## config.mk

```make
export PLATFORM = sky130hd
export DESIGN_NAME = double_ended_queue_top
export DESIGN_NICKNAME = d
export VERILOG_FILES = /design/src/hdl/dq_pkg.sv /design/src/hdl/double_ended_queue_top.sv /design/src/hdl/dq_ram.sv /design/src/hdl/dq_ctrl.sv
export SDC_FILE = /design/constraint.sdc
export NUM_CORES = 1
export LEC_CHECK = 0
export BUFFER_PORTS_ARGS = -buffer_cell sky130_fd_sc_hd__buf_2
export CELL_PAD_IN_SITES_DETAIL_PLACEMENT = 1
export CELL_PAD_IN_SITES_GLOBAL_PLACEMENT = 1
export CORE_ASPECT_RATIO = 0.7
export CORE_MARGIN = 4
export CORE_UTILIZATION = 49
export CTS_BUF_LIST = sky130_fd_sc_hd__clkbuf_4
export DETAILED_ROUTE_END_ITERATION = 8
export PLACE_DENSITY_LB_ADDON = 0.1
export SYNTH_ARGS = -nofsm -noshare
export SYNTH_HDL_FRONTEND = slang
export SYNTH_SLANG_ARGS = --single-unit
```

## constraint.sdc

```tcl
create_clock -name clk -period 5.1 [get_ports clk]
set_input_delay 1.02 -clock clk [delete_from_list [all_inputs] [get_ports clk]]
set_output_delay 1.02 -clock clk [all_outputs]
set_load 0.005 [all_outputs]
```

## src/hdl/dq_pkg.sv

```systemverilog
`default_nettype none
// ----------------------------------------------------------------------------
// Double-ended queue package
// Shared constants, operation and status codes, and the ring index helper.
// ----------------------------------------------------------------------------
package dq_pkg;

    localparam int CAPACITY   = 16;
    localparam int DATA_WIDTH = 32;

    localparam int IDX_W = $clog2(CAPACITY);
    localparam int CNT_W = $clog2(CAPACITY + 1);

    // Fixed interface widths.
    localparam int OP_W    = 2;
    localparam int VALUE_W = 32;
    localparam int STAT_W  = 2;

    // Result tdata: popped_value, length, is_empty, padded to whole bytes.
    localparam int OUT_BITS    = VALUE_W + CNT_W + 1;
    localparam int OUT_TDATA_W = ((OUT_BITS + 7) / 8) * 8;
    localparam int OUT_PAD_W   = OUT_TDATA_W - OUT_BITS;

    typedef enum logic [OP_W-1:0] {
        OP_PUSH_FRONT = 2'd0,
        OP_PUSH_BACK  = 2'd1,
        OP_POP_FRONT  = 2'd2,
        OP_POP_BACK   = 2'd3
    } op_t;

    typedef enum logic [STAT_W-1:0] {
        ST_OK    = 2'd0,
        ST_EMPTY = 2'd1,
        ST_FULL  = 2'd2
    } status_t;

    // Request from the controller to the element memory.
    typedef struct packed {
        logic                  we;
        logic                  re;
        logic [IDX_W-1:0]      addr;
        logic [DATA_WIDTH-1:0] wdata;
    } mem_req_t;

    // Result fields known at accept time; the popped word follows from memory.
    typedef struct packed {
        status_t          status;
        logic [CNT_W-1:0] length;
        logic             pop_ok;
    } meta_t;

    // Wraps a sum below twice the capacity back into the ring.
    function automatic logic [IDX_W-1:0] ring_wrap(input logic [CNT_W:0] sum);
        logic [CNT_W:0] cap;
        cap = (CNT_W + 1)'(CAPACITY);
        if (sum >= cap)
        begin
            ring_wrap = IDX_W'(sum - cap);
        end
        else
        begin
            ring_wrap = IDX_W'(sum);
        end
    endfunction

endpackage
`default_nettype wire

```

## src/hdl/double_ended_queue_top.sv

```systemverilog
`default_nettype none
// ----------------------------------------------------------------------------
// Double-ended queue
// Bounded deque in a ring buffer with stream-style input and result ports.
// ----------------------------------------------------------------------------
// Each input item is one operation (push front, push back, pop front, pop
// back) and produces exactly one result item carrying a status, the popped
// word, the queue length after the operation and an empty flag. The words
// live in a single-port memory of CAPACITY entries with a registered read;
// the controller keeps the front index and the element count in flip-flops.
// A result appears in the cycle after its item is accepted, the cycle taken by
// the memory read, and the block takes one item per cycle for as long as
// the result side keeps taking items. A pop on an empty queue and a push on
// a full queue leave the queue unchanged and are reported in the status.
// The memory contents are not cleared at reset; only entries written by a
// push are ever read, so the block is ready right after reset.
// ----------------------------------------------------------------------------
module double_ended_queue_top
    import dq_pkg::*;
(
    input  wire logic                   clk,
    input  wire logic                   rst_n,

    input  wire logic                   s_axis_tvalid,
    output logic                        s_axis_tready,
    // [31:0] push_value
    input  wire logic [VALUE_W-1:0]     s_axis_tdata,
    // [1:0] operation
    input  wire logic [OP_W-1:0]        s_axis_tuser,

    output logic                        m_axis_tvalid,
    input  wire logic                   m_axis_tready,
    // [31:0] popped_value, then length, then is_empty, zero padding on top
    output logic      [OUT_TDATA_W-1:0] m_axis_tdata,
    // [1:0] status
    output logic      [STAT_W-1:0]      m_axis_tuser
);

    logic                  accept;
    mem_req_t              mem_req;
    meta_t                 meta;
    logic [DATA_WIDTH-1:0] rd_data;

    // Output stage: valid flag plus the result fields captured at accept.
    logic                  out_valid_reg;
    meta_t                 out_meta_reg;
    logic [VALUE_W-1:0]    popped;

    // The output stage frees up in the same cycle its item is taken, so an
    // item per cycle flows while the result side is ready.
    assign s_axis_tready = !out_valid_reg || m_axis_tready;
    assign accept        = s_axis_tvalid && s_axis_tready;

    dq_ctrl u_ctrl (
        .clk     (clk),
        .rst_n   (rst_n),
        .accept  (accept),
        .op      (op_t'(s_axis_tuser)),
        .value   (s_axis_tdata),
        .mem_req (mem_req),
        .meta    (meta)
    );

    // The read register only loads on an accepted pop, so a stalled result
    // keeps its popped word.
    dq_ram #(
        .DEPTH (CAPACITY),
        .WIDTH (DATA_WIDTH)
    ) u_ram (
        .clk   (clk),
        .we    (mem_req.we),
        .re    (mem_req.re),
        .addr  (mem_req.addr),
        .wdata (mem_req.wdata),
        .rdata (rd_data)
    );

    always_ff @(posedge clk or negedge rst_n)
    begin
        if (!rst_n)
        begin
            out_valid_reg <= 1'b0;
        end
        else if (s_axis_tready)
        begin
            out_valid_reg <= s_axis_tvalid;
        end
    end

    always_ff @(posedge clk)
    begin
        if (accept)
        begin
            out_meta_reg <= meta;
        end
    end

    assign popped = out_meta_reg.pop_ok ? VALUE_W'(rd_data) : '0;

    assign m_axis_tvalid = out_valid_reg;
    assign m_axis_tuser  = out_meta_reg.status;
    assign m_axis_tdata  = {{OUT_PAD_W{1'b0}},
                            (out_meta_reg.length == '0),
                            out_meta_reg.length,
                            popped};

    // A dropped push or a failed pop never touches the memory.
    a_no_access_on_reject: assert property (
        @(posedge clk) disable iff (!rst_n)
        (accept && meta.status != ST_OK) |-> (!mem_req.we && !mem_req.re)
    ) else $error("memory accessed by a rejected operation");

    // A successful pop reads the memory and its result follows in the next cycle.
    a_pop_reads_memory: assert property (
        @(posedge clk) disable iff (!rst_n)
        (accept && meta.pop_ok) |-> (mem_req.re && !mem_req.we)
    ) else $error("successful pop without a memory read");

    a_pop_result_next: assert property (
        @(posedge clk) disable iff (!rst_n)
        (accept && meta.pop_ok) |=> (m_axis_tvalid && m_axis_tuser == ST_OK)
    ) else $error("pop result not presented after accept");

    // Only a successful pop carries a nonzero word.
    a_popped_zero_on_fail: assert property (
        @(posedge clk) disable iff (!rst_n)
        (m_axis_tvalid && m_axis_tuser != ST_OK) |-> (m_axis_tdata[VALUE_W-1:0] == '0)
    ) else $error("nonzero popped word on a failed operation");

    // The length never goes past the capacity.
    a_length_bound: assert property (
        @(posedge clk) disable iff (!rst_n)
        m_axis_tvalid |-> (out_meta_reg.length <= CNT_W'(CAPACITY))
    ) else $error("queue length above capacity");

endmodule
`default_nettype wire

```

## src/hdl/dq_ram.sv

```systemverilog
`default_nettype none
// ----------------------------------------------------------------------------
// Element memory
// Single-port synchronous RAM with a registered read, one access per cycle.
// ----------------------------------------------------------------------------
module dq_ram #(
    parameter int DEPTH = 16,
    parameter int WIDTH = 32
) (
    input  wire logic                     clk,
    input  wire logic                     we,
    input  wire logic                     re,
    input  wire logic [$clog2(DEPTH)-1:0] addr,
    input  wire logic [WIDTH-1:0]         wdata,
    output logic      [WIDTH-1:0]         rdata
);

    logic [WIDTH-1:0] mem [DEPTH];
    logic [WIDTH-1:0] rdata_reg;

    always_ff @(posedge clk)
    begin
        if (we)
        begin
            mem[addr] <= wdata;
        end
        if (re)
        begin
            rdata_reg <= mem[addr];
        end
    end

    assign rdata = rdata_reg;

endmodule
`default_nettype wire

```

## src/hdl/dq_ctrl.sv

```systemverilog
`default_nettype none
// ----------------------------------------------------------------------------
// Queue controller
// Holds the front index and element count and turns each operation into
// at most one memory access plus the status and length of its result.
// ----------------------------------------------------------------------------
module dq_ctrl
    import dq_pkg::*;
(
    input  wire logic               clk,
    input  wire logic               rst_n,
    input  wire logic               accept,
    input  wire op_t                op,
    input  wire logic [VALUE_W-1:0] value,
    output mem_req_t                mem_req,
    output meta_t                   meta
);

    logic [IDX_W-1:0] front_reg, front_next;
    logic [CNT_W-1:0] count_reg, count_next;

    logic             full, empty;
    logic [CNT_W:0]   back_sum, last_sum, inc_sum;
    logic [IDX_W-1:0] front_dec;

    always_comb
    begin
        full      = (count_reg == CNT_W'(CAPACITY));
        empty     = (count_reg == '0);
        back_sum  = (CNT_W + 1)'(front_reg) + (CNT_W + 1)'(count_reg);
        last_sum  = back_sum - (CNT_W + 1)'(1);
        inc_sum   = (CNT_W + 1)'(front_reg) + (CNT_W + 1)'(1);
        front_dec = (front_reg == '0) ? IDX_W'(CAPACITY - 1)
                                      : front_reg - IDX_W'(1);

        front_next    = front_reg;
        count_next    = count_reg;
        mem_req.we    = 1'b0;
        mem_req.re    = 1'b0;
        mem_req.addr  = front_reg;
        mem_req.wdata = DATA_WIDTH'(value);
        meta.status   = ST_OK;
        meta.pop_ok   = 1'b0;

        unique case (op)
            OP_PUSH_FRONT:
            begin
                if (full)
                begin
                    meta.status = ST_FULL;
                end
                else
                begin
                    front_next   = front_dec;
                    count_next   = count_reg + CNT_W'(1);
                    mem_req.we   = accept;
                    mem_req.addr = front_dec;
                end
            end
            OP_PUSH_BACK:
            begin
                if (full)
                begin
                    meta.status = ST_FULL;
                end
                else
                begin
                    count_next   = count_reg + CNT_W'(1);
                    mem_req.we   = accept;
                    mem_req.addr = ring_wrap(back_sum);
                end
            end
            OP_POP_FRONT:
            begin
                if (empty)
                begin
                    meta.status = ST_EMPTY;
                end
                else
                begin
                    front_next   = ring_wrap(inc_sum);
                    count_next   = count_reg - CNT_W'(1);
                    mem_req.re   = accept;
                    mem_req.addr = front_reg;
                    meta.pop_ok  = 1'b1;
                end
            end
            OP_POP_BACK:
            begin
                if (empty)
                begin
                    meta.status = ST_EMPTY;
                end
                else
                begin
                    count_next   = count_reg - CNT_W'(1);
                    mem_req.re   = accept;
                    mem_req.addr = ring_wrap(last_sum);
                    meta.pop_ok  = 1'b1;
                end
            end
            default:
            begin
                meta.status = ST_OK;
            end
        endcase

        meta.length = count_next;
    end

    always_ff @(posedge clk or negedge rst_n)
    begin
        if (!rst_n)
        begin
            front_reg <= '0;
            count_reg <= '0;
        end
        else if (accept)
        begin
            front_reg <= front_next;
            count_reg <= count_next;
        end
    end

endmodule
`default_nettype wire
```

* Word-level counts from Yosys, hierarchy flattened
Memories as Yosys holds them, arrays and structs flattened. A register that Yosys moved wholly into a read port is not among the register bits.
Cells that the tools add are included.
** Word-level totals
- Register bits after elaboration :: 18
- Bits in writable memories :: 512
- Input port bits :: 38
- Output and inout port bits :: 44
- Memories :: 1
** Operators by class
- $add $sub $neg :: 9
- Magnitude comparators :: 3
- Equal/unequal tests :: 5
- Muxes and demuxes :: 24
- Reduce and logical (&&, ||, !) cells :: 11
** Memory list
- u_ram.mem :: depth 16, bits a word 32, rd ports 1, clocked after memory_dff 1, write ports 1, line dq_ram.sv:18 : logic [WIDTH-1:0] mem [DEPTH];
** Operators by type and width (number)
- 32-bit two-way mux :: 1
- 4-bit two-way mux :: 7
- 5-bit two-way mux :: 4
- 4-bit case mux with 4 select lines :: 1
- 4-bit by 1-bit subtractor with 4-bit output, second input constant :: 4
- 6-bit by 5-bit greater-or-equal comparator with 1-bit output, second input constant :: 2
- 5-bit logical NOT :: 2
- 5-bit case mux with 2 select lines :: 1
- 4-bit case mux with 2 select lines :: 1
- 4-bit by 5-bit adder with 6-bit output :: 1
- 1-bit two-way mux :: 6
- 6-bit by 1-bit subtractor with 6-bit output, second input constant :: 1
- 4-bit by 1-bit adder with 5-bit output, second input constant :: 1
- 5-bit by 1-bit adder with 5-bit output, second input constant :: 1
- 5-bit == test, second input constant :: 1
- 5-bit greater-or-equal comparator, second input constant :: 1
- 5-bit by 1-bit subtractor with 5-bit output, second input constant :: 1
- 2-bit == test, second input constant :: 2
- 4-bit logical NOT :: 1
- 2-bit case mux with 2 select lines :: 1
- 2-bit OR reduction :: 2
- 3-bit AND reduction :: 1
- 2-bit by 1-bit == test with 1-bit output, second input constant :: 1
- 2-bit logical NOT :: 1
- 7 further kinds :: 7

* Depth between registers and ports, before layout
Gate-level depths: netlist of the first run.
- Depth after elaboration :: 7
- Gate-level depth with buffers :: 13
- Mapped depth without buffers :: 10

* Modules after synthesis
Synthesis of the first run repeated with hierarchy kept, for this count alone.
** Unflattened totals
- Cell total of the unflattened synthesis :: 1084
- Area, all modules :: 22157.5 µm²
** By module, submodules not included
- dq_ram :: instances 1, cells an instance 840, area an instance 20183.1 µm², seq. area each 16335.7 µm²
- dq_ctrl :: instances 1, cells an instance 185, area an instance 1396.3 µm², seq. area each 225.2 µm²
- double_ended_queue_top :: instances 1, cells an instance 59, area an instance 578.1 µm², seq. area each 265.3 µm²

* Least setup slack after synthesis of the first run
OpenSTA, ideal clock, no wires.
- Kind :: reg2reg
- Start :: reg u_ctrl.front_reg[0]
- End :: mem u_ram.mem[0][0], enable pin
- Library setup time :: 0.468 ns
- Data arrival time :: 5.168 ns
- Required time :: 4.632 ns
- Setup slack :: -0.536 ns
- Stages on the path, launching flop included :: 12
- Period minus slack after synthesis :: 5.636 ns
- Path through :: dfrtp_1 ha_1 fa_1 inv_1 ha_1 xor2_1 mux2_1 mux2i_1 clkbuf_1 clkbuf_1 nand2_1 nor3b_1
** On the way
- Word-level cells in the longest chain between the ends :: 6
** Ends and longest elaborated chain
- start, declared :: line dq_ctrl.sv:19 : logic [IDX_W-1:0] front_reg, front_next;
- start signal, assigned :: line dq_ctrl.sv:120 : front_reg <= front_next;
- 4-bit by 5-bit adder with 6-bit output :: line dq_ctrl.sv:30 : back_sum = (CNT_W + 1)'(front_reg) + (CNT_W + 1)'(count_reg);
- 6-bit by 1-bit subtractor with 6-bit output :: line dq_ctrl.sv:31 : last_sum = back_sum - (CNT_W + 1)'(1);
- 6-bit by 5-bit greater-or-equal comparator with 1-bit output / 4-bit by 1-bit subtractor with 4-bit output (equally long branches) :: line dq_pkg.sv:56, dq_pkg.sv:58
- 4-bit two-way mux :: line dq_pkg.sv:56 : if (sum >= cap)
- 5-bit two-way mux :: line dq_ctrl.sv:90 : if (empty)
- 4-bit case mux with 4 select lines * :: line dq_ctrl.sv:45 : unique case (op)
- end, declared :: line dq_ram.sv:18
Mark *: on every way between the ends. The rest lies on a longest branch, timed or not.

* Worst setup path after layout of the first run
- Start :: reg u_ctrl.count_reg[1]
- End :: reg u_ram.rdata_reg[2] (netlist: u_ram.rdata[2]), read port of u_ram.mem, data pin
** On the way
- Word-level cells in the longest chain between the ends :: 6
** Ends and longest elaborated chain
- start, declared :: line dq_ctrl.sv:20 : logic [CNT_W-1:0] count_reg, count_next;
- start signal, assigned :: line dq_ctrl.sv:121 : count_reg <= count_next;
- 4-bit by 5-bit adder with 6-bit output :: line dq_ctrl.sv:30
- 6-bit by 1-bit subtractor with 6-bit output :: line dq_ctrl.sv:31
- 6-bit by 5-bit greater-or-equal comparator with 1-bit output / 4-bit by 1-bit subtractor with 4-bit output (equally long branches) :: line dq_pkg.sv:56, dq_pkg.sv:58
- 4-bit two-way mux :: line dq_pkg.sv:56
- 5-bit two-way mux :: line dq_ctrl.sv:90
- 4-bit case mux with 4 select lines :: line dq_ctrl.sv:45
- end, declared :: line dq_ram.sv:19 : logic [WIDTH-1:0] rdata_reg;
Parallel ways exist; a longest one is shown, timed or not.
A chain may end at the register's enable or synchronous reset.

==> results of run 1 <==
cell usage after synthesis, types with 4 or more instances:
cell type / instances
xor2_1: 5
a21oi_1: 13
nand2_1: 19
buf_6: 20
and2_1: 33
nor3_1: 15
nor4_1: 64
edfxtp_1: 552
ha_1: 9
inv_1: 7
o21ai_0: 4
mux2_2: 35
clkbuf_1: 109
and3_1: 257
nand2b_1: 4
nor3b_1: 10
dfrtp_1: 10
a2111oi_0: 256
a211oi_1: 4
buf_4: 16
nand3_1: 8
buf_2: 22
nor2_1: 15
worst register-to-register path: cells and delay by family, from the launching register on:
kind,cells,cell delay [ns]
buffers and inverters,2,0.64
adder cells (fa/ha/maj),1,0.23
AO/OA/AOI/OAI,2,1.23
multiplexers,1,0.29
flip-flops,1,0.52
AND/OR/NAND/NOR,4,1.20
per-stage QoR:
stage	cell area [µm²]	setup WS [ns]	hold WS [ns]	cells	TNS (ns)
3_3_place_gp	24550	0.7599	0.5027	2108	0
2_1_floorplan	23590	-0.5361	0.5340	1529	-168.02
3_5_place_dp	24550	0.7015	0.5458	2108	0
5_1_grt	26230	0.3759	0.3349	2331	0
6_report	26230	0.7535	0.3862	2331	0
4_1_cts	26230	0.7987	0.2997	2330	0
what timing repair did:
item / in CTS / in global routing
endpoints found under the hold margin: 10 / 0
hold buffers: 1 / 0
buffers inserted: 0 / 0
logic make-up after synthesis:
kind of cell	synth area share [%]
adder cells (fa/ha/maj)	0.5627
buffers and inverters	3.812
multiplexers	1.869
other	0.01591
AO/OA/AOI/OAI	10.71
AND/OR/NAND/NOR	11.34
flip-flops	71.39
XOR/XNOR	0.2973
where the power goes:
| part | total, W | internal (W) | switching [W] | leakage (nW) |
|---|---|---|---|---|
| Sequential | 0.00594 | 0.00574 | 0.000200 | 5.10 |
| Combinational | 0.00774 | 0.00259 | 0.00515 | 2.82 |
| Clock | 0.00374 | 0.00194 | 0.00180 | 0.995 |
worst paths after layout:
check / to / start
min in group asynchronous: u_ctrl.count_reg[2] / rst_n
max in group asynchronous: u_ctrl.count_reg[1] / rst_n
hold reg to reg: m_axis_tvalid / m_axis_tvalid
hold / removal: m_axis_tvalid / s_axis_tvalid
setup reg to reg: u_ram.rdata[2] / u_ctrl.count_reg[1]
setup / recovery: u_ram.rdata[2] / u_ctrl.count_reg[1]
layer usage:
layer  GRT usage (%)  vias to the layer above
met5               0                        -
met4           7.231                        6
met3           5.383                       82
met2           38.61                      546
met1           37.99                     7988
li1                -                     6666
cells in the final DEF, fill, tap and decap left out, types with 13 or more instances in the layout:
cell         n
edfxtp_1   552
and3_1     257
a2111oi_0  256
clkbuf_4   187
buf_2       79
nor4_1      64
buf_4       47
mux2_2      34
and2_1      33
clkinv_1    20
nand2_1     19
nor2_1      14
a21oi_1     13
area by class of cell:
cell class | count | area [µm²] | share of cell area [%]
Clock buffer | 187 | 1404 | 5.352
Sequential cell | 562 | 16830 | 64.14
Multi-Input combinational cell | 791 | 6013 | 22.92
Tap cell | 612 | 765.7 | 2.919
Clock inverter | 34 | 267.8 | 1.021
Timing Repair Buffer | 135 | 918.4 | 3.501
Antenna cell | 1 | 2.502 | 0.009540
Inverter | 9 | 33.78 | 0.1288
==> qor.csv, run 1 <==
stage,metric,value,unit
synth,syn_area_per_cell,15.42,µm²
flow_run,max_cap_viol_count,0,
setup_path,crit_cells,10,
setup_path,critPathBufInv,2,
route,dr.pass1.iters,5,
timing,setup_viol_count_final,0,
route,top_layer,met5,
min_path,hold_depth,2,
route,wl_met2,29.84,mm
clock_tree,cts_max_path_buffers,3,
route,dr.first_iter.drc_count,1599,
clock_tree,insertion_delay,0.85,ns
status,run_status,completed,
setup_path,worstPathMaxFanout,83,
finish,layout.nets,1686,
timing,final-hold-violation-count,0,
setup_path,cp_slowest_cell,a2111oi_0,
placed_design,buffer_ports.inserted,79,
synth,synth_ff_type,edfxtp_1,
grt,grt_max_degree,257,
setup_path,cp.required,5.70,ns
route,post_drt_wl_per_cell,28.57,µm
synth,synth_top_cell_area_share,70.33,%
grt,antenna_found_initial,4,
clock_tree,cts_tree,done,
min_path,min_path_type,in2reg,
power,leakagePower,8.912,nW
route,drtAntennaViolNets,0,
synth,synth.area.top_cells,"edfxtp_1, a2111oi_0, and3_1",
synth,synth_top_area_cell,edfxtp_1,
setup_path,worstSetupStartpointType,flip-flop,
synth,synth_area,23570,µm²
timing,clock_skew,0.02672,ns
grt,track_usage,25.60,%
floorplan,die_y,191.5,µm
synth,seq_area_frac_synth,71.39,%
synth,synthDistinctLibCells,52,
synth,syn_inst,1528,
timing,maxSlewHeadroom,27.44,%
route,vias,15290,
grt,grt_pass1_wl,99.86,mm
floorplan,dieArea,51730,µm²
floorplan,coreArea,46990,µm²
placed_design,place.gp.congestion,0.7557,
finish,area_growth,11.30,%
setup_path,critPathCaptureType,flip-flop,
synth,ys_async_sr_fraction,1.779,%
timing,timing.final.crit_share,85.23,%
timing,rsz0062_at_grt,no,
route,wl_met3,4.317,mm
placed_design,hpwl,34.17,mm
route,wl,66.61,mm
setup_path,critPathTopFamily,compound AO/OA/AOI/OAI gates,
floorplan,num_rows,66,
clock_tree,clk_pin_slew,0.07,ns
setup_path,cp_cell_sequence,"inv_1, ha_1, and4bb_1, nor3_1, o31ai_4, nand2_8, buf_4, a2111oi_0, nor4_1, mux2_2",
clock_tree,cts_max_level,4,
clock_tree,cts-root-buf,clkbuf_4,
setup_path,reg2reg_depth,10,
grt,grt_pass1_vias,15830,
finish,post-route-util,55.83,%
finish,drive_gt1_share,23.28,%
finish,n_fill_cell,4432,
setup_path,r2r_setup_slack,0.75,ns
floorplan,dieWidth,270.1,µm
clock_tree,cts-buffers-inserted,139,
setup_path,arrival,4.94,ns
clock_tree,cts_sinks,562,
timing,max_freq,230.1,MHz
floorplan,start_util,50.16,%
power,power,0.01743,W
finish,largest_register_ffs,512,
synth,ys_ff_latch,562,
setup_path,critPathKind,reg2reg,
power,p_per_area,664.3,nW/µm²
setup_path,cpPeakStageDelay,0.68,ns
clock_tree,post_cts_resize_count,0,
floorplan,io_pins,82,
route,drc,0,
synth,synth-warning-count,0,
timing,worst_pin_slew,1.086,ns
grt,grt_remaining_overflow,0,
timing,finalMaxSlewViolations,0,
timing,min_period,4.347,ns
power,ir_drop,0.9105,mV
synth,synth_edf_count,552,
route,wl_met1,31.46,mm
route,vias_per_cell,6.559,
(Power assumes the default switching activity.)
==> inputs of run 2 (changes only) <==
--- a/config.mk
+++ b/config.mk
@@ -10,9 +10,10 @@
 export CELL_PAD_IN_SITES_GLOBAL_PLACEMENT = 1
 export CORE_ASPECT_RATIO = 0.7
 export CORE_MARGIN = 4
-export CORE_UTILIZATION = 49
+export CORE_UTILIZATION = 50
 export CTS_BUF_LIST = sky130_fd_sc_hd__clkbuf_4
 export DETAILED_ROUTE_END_ITERATION = 8
+export MAX_ROUTING_LAYER = met4
 export PLACE_DENSITY_LB_ADDON = 0.1
 export SYNTH_ARGS = -nofsm -noshare
 export SYNTH_HDL_FRONTEND = slang
==> constraint.sdc (replaced) <==
create_clock -name clk -period 4.99 [get_ports clk]
set_input_delay 0.998 -clock clk [delete_from_list [all_inputs] [get_ports clk]]
set_output_delay 0.998 -clock clk [all_outputs]
set_load 0.005 [all_outputs]
==> run 2 against run 1 <==
Net effect: clock power rose by 5.6%; critical path depth did not move; cell count rose by 0.99%; via count fell by 0.23%; critical path type unchanged; critical endpoint is now u_ram.rdata[5].
==> qor.csv, run 2 (synthesis results as in run 1) <==
stage,metric,value,unit,change
status,run_status,completed,,
route,post_drt_wl_per_cell,28.18,µm,-1.4%
route,dr.pass1.iters,5,,unchanged
route,wl,66.33,mm,-0.41%
clock_tree,cts_max_level,4,,unchanged
floorplan,coreArea,46490,µm²,-1.1%
route,drtAntennaViolNets,0,,unchanged
timing,setup_viol_count_final,0,,unchanged
timing,finalMaxSlewViolations,0,,unchanged
timing,rsz0062_at_grt,no,,
finish,final_common_cell,edfxtp_1,,
setup_path,critPathKind,reg2reg,,
grt,grt_pass1_wl,100.6,mm,+0.76%
grt,grt_pass1_vias,15860,,+0.24%
route,dr.first_iter.drc_count,1781,,+11%
route,vias,15250,,-0.23%
clock_tree,hold_buffers,1,,unchanged
clock_tree,insertion_delay,0.87,ns,+0.02 ns
placed_design,place.gp.congestion,0.7663,,+1.4%
min_path,min_path_type,in2reg,,
floorplan,io_pins,82,,unchanged
finish,largest_register_ffs,512,,unchanged
timing,timing.final.crit_share,86.83,%,+1.6 points
floorplan,dieArea,50730,µm²,-1.9%
setup_path,worstSetupStartpointType,flip-flop,,
clock_tree,clk_pin_slew,0.07,ns,about the same
grt,track_usage,27.13,%,+1.5 points
finish,seqCellArea,16830,µm²,unchanged
finish,area_growth,12.02,%,
grt,grt_remaining_overflow,0,,unchanged
setup_path,critPathCaptureType,flip-flop,,
timing,final-hold-violation-count,0,,unchanged
placed_design,place_inst,2113,,+0.24%
timing,worst_pin_slew,0.8073,ns,-0.2786 ns
finish,final_cell_mix,"edfxtp_1, and3_1, a2111oi_0",,
clock_tree,cts_setup_buffers,0,,unchanged
setup_path,cp.required,5.59,ns,-0.11 ns
finish,drive_gt1_share,23.91,%,+0.62 points
timing,max_freq,230.8,MHz,+0.32%
grt,grt_max_degree,143,,-44%
timing,fin_setup_tns,0,ns,unchanged
clock_tree,cts-buffers-inserted,141,,+1.4%
finish,multi_input_area,6013,µm²,unchanged
setup_path,cp_cell_sequence,"inv_1, ha_1, nand4bb_1, nor3_1, a311oi_4, nand2_8, buf_12, a2111oi_0, nor4_1, mux2_2",,
power,ir_drop,0.5603,mV,-38%
finish,layout.nets,1693,,+0.42%
placed_design,hpwl,33.56,mm,-1.8%
floorplan,start_util,50.69,%,+0.53 points
power,leakagePower,8.998,nW,+0.97%
route,vias_per_cell,6.480,,-1.2%
floorplan,die_y,189.7,µm,-0.96%
floorplan,dieWidth,267.5,µm,-0.98%
flow_run,max_cap_viol_count,0,,unchanged
clock_tree,cts_max_path_buffers,3,,unchanged
setup_path,arrival,4.93,ns,about the same
finish,n_fill_cell,4349,,-1.9%
floorplan,num_rows,66,,unchanged
timing,maxSlewHeadroom,46.18,%,+19 points
grt,antenna_found_initial,6,,+2
power,p_per_area,680.3,nW/µm²,+2.4%
clock_tree,cts_tree,done,,
setup_path,cpPeakStageDelay,0.70,ns,+0.02 ns
clock_tree,cts-root-buf,clkbuf_4,,
timing,clock_skew,0.04128,ns,+0.01456 ns
finish,finalNonFillerCells,2354,,+0.99%
setup_path,worstPathMaxFanout,120,,+45%
route,drc,0,,unchanged
placed_design,buffer_ports.inserted,79,,unchanged
clock_tree,cts_sinks,562,,unchanged
setup_path,cp_slowest_cell,a2111oi_0,,
clock_tree,post_cts_resize_count,0,,unchanged
timing,min_period,4.333,ns,-0.01388 ns
## run 2: cell types whose count changed in the layout (fill, tap and decap cells not counted), sizes merged
cell      change
inv           -1
bufinv        +1
buf           +5
clkinv        +5
diode         +5
clkinvlp      -1
clkbuf        +9
## run 2: power by group
group | internal, W | switching, W | total, W | leakage (nW)
clock | 0.00211 | 0.00184 | 0.00395 | 1.06
sequential | 0.00587 | 0.000203 | 0.00607 | 5.10
combinational | 0.00268 | 0.00526 | 0.00794 | 2.84
## run 2: metal layers
layer / GRT usage [%] / share of wire, % / up-vias / wire [µm]
li1: - / - / 6719 / -
met1: 39.59 / 47 / 7912 / 31150
met2: 39.39 / 45 / 565 / 30010
met3: 5.650 / 6.6 / 57 / 4404
met4: 7.069 / 1.2 / 0 / 764
met5: - / 0 / - / 0
## run 2: critical path: cells and delay by family (launching register included)
kind,cells,cell delay (ns)
adder cells (fa/ha/maj),1,0.26
buffers and inverters,2,0.51
AO/OA/AOI/OAI,2,1.36
AND/OR/NAND/NOR,4,0.97
flip-flops,1,0.60
multiplexers,1,0.29
## run 2: worst paths after layout
kind	start	endpoint	slack [ns]	cells after the start
min in group asynchronous	rst_n	u_ctrl.count_reg[3]	0.55	2
worst max register to register	u_ctrl.count_reg[1]	u_ram.rdata[5]	0.66	10
worst min register to register	m_axis_tvalid	m_axis_tvalid	0.54	2
worst max-delay path	u_ctrl.count_reg[1]	u_ram.rdata[5]	0.66	10
max in group asynchronous	rst_n	m_axis_tvalid	4.17	2
worst min-delay path	s_axis_tvalid	m_axis_tvalid	0.36	2
## run 2: through the flow
stage | hold slack [ns] | util [%] | setup WS, ns | cell area [µm²] | power [W]
5_1_grt | 0.2669 | 56.79 | 0.3208 | 26400 | 0.01908
6_report | 0.3629 | 56.79 | 0.6574 | 26400 | 0.01796
2_1_floorplan | 0.5340 | - | -0.6461 | 23590 | 0.01136
4_1_cts | 0.2620 | 56.75 | 0.6280 | 26390 | 0.01803
3_3_place_gp | 0.5044 | 52.91 | 0.7149 | 24600 | 0.01384
3_5_place_dp | 0.5281 | 52.91 | 0.5383 | 24600 | 0.01402
## run 2: layout make-up
type / instances / area share (%)
Antenna cell: 6 / 0.05687
Inverter: 9 / 0.1280
Clock inverter: 38 / 1.166
Timing Repair Buffer: 140 / 3.668
Multi-Input combinational cell: 791 / 22.78
Tap cell: 612 / 2.900
Clock buffer: 196 / 5.573
Sequential cell: 562 / 63.73
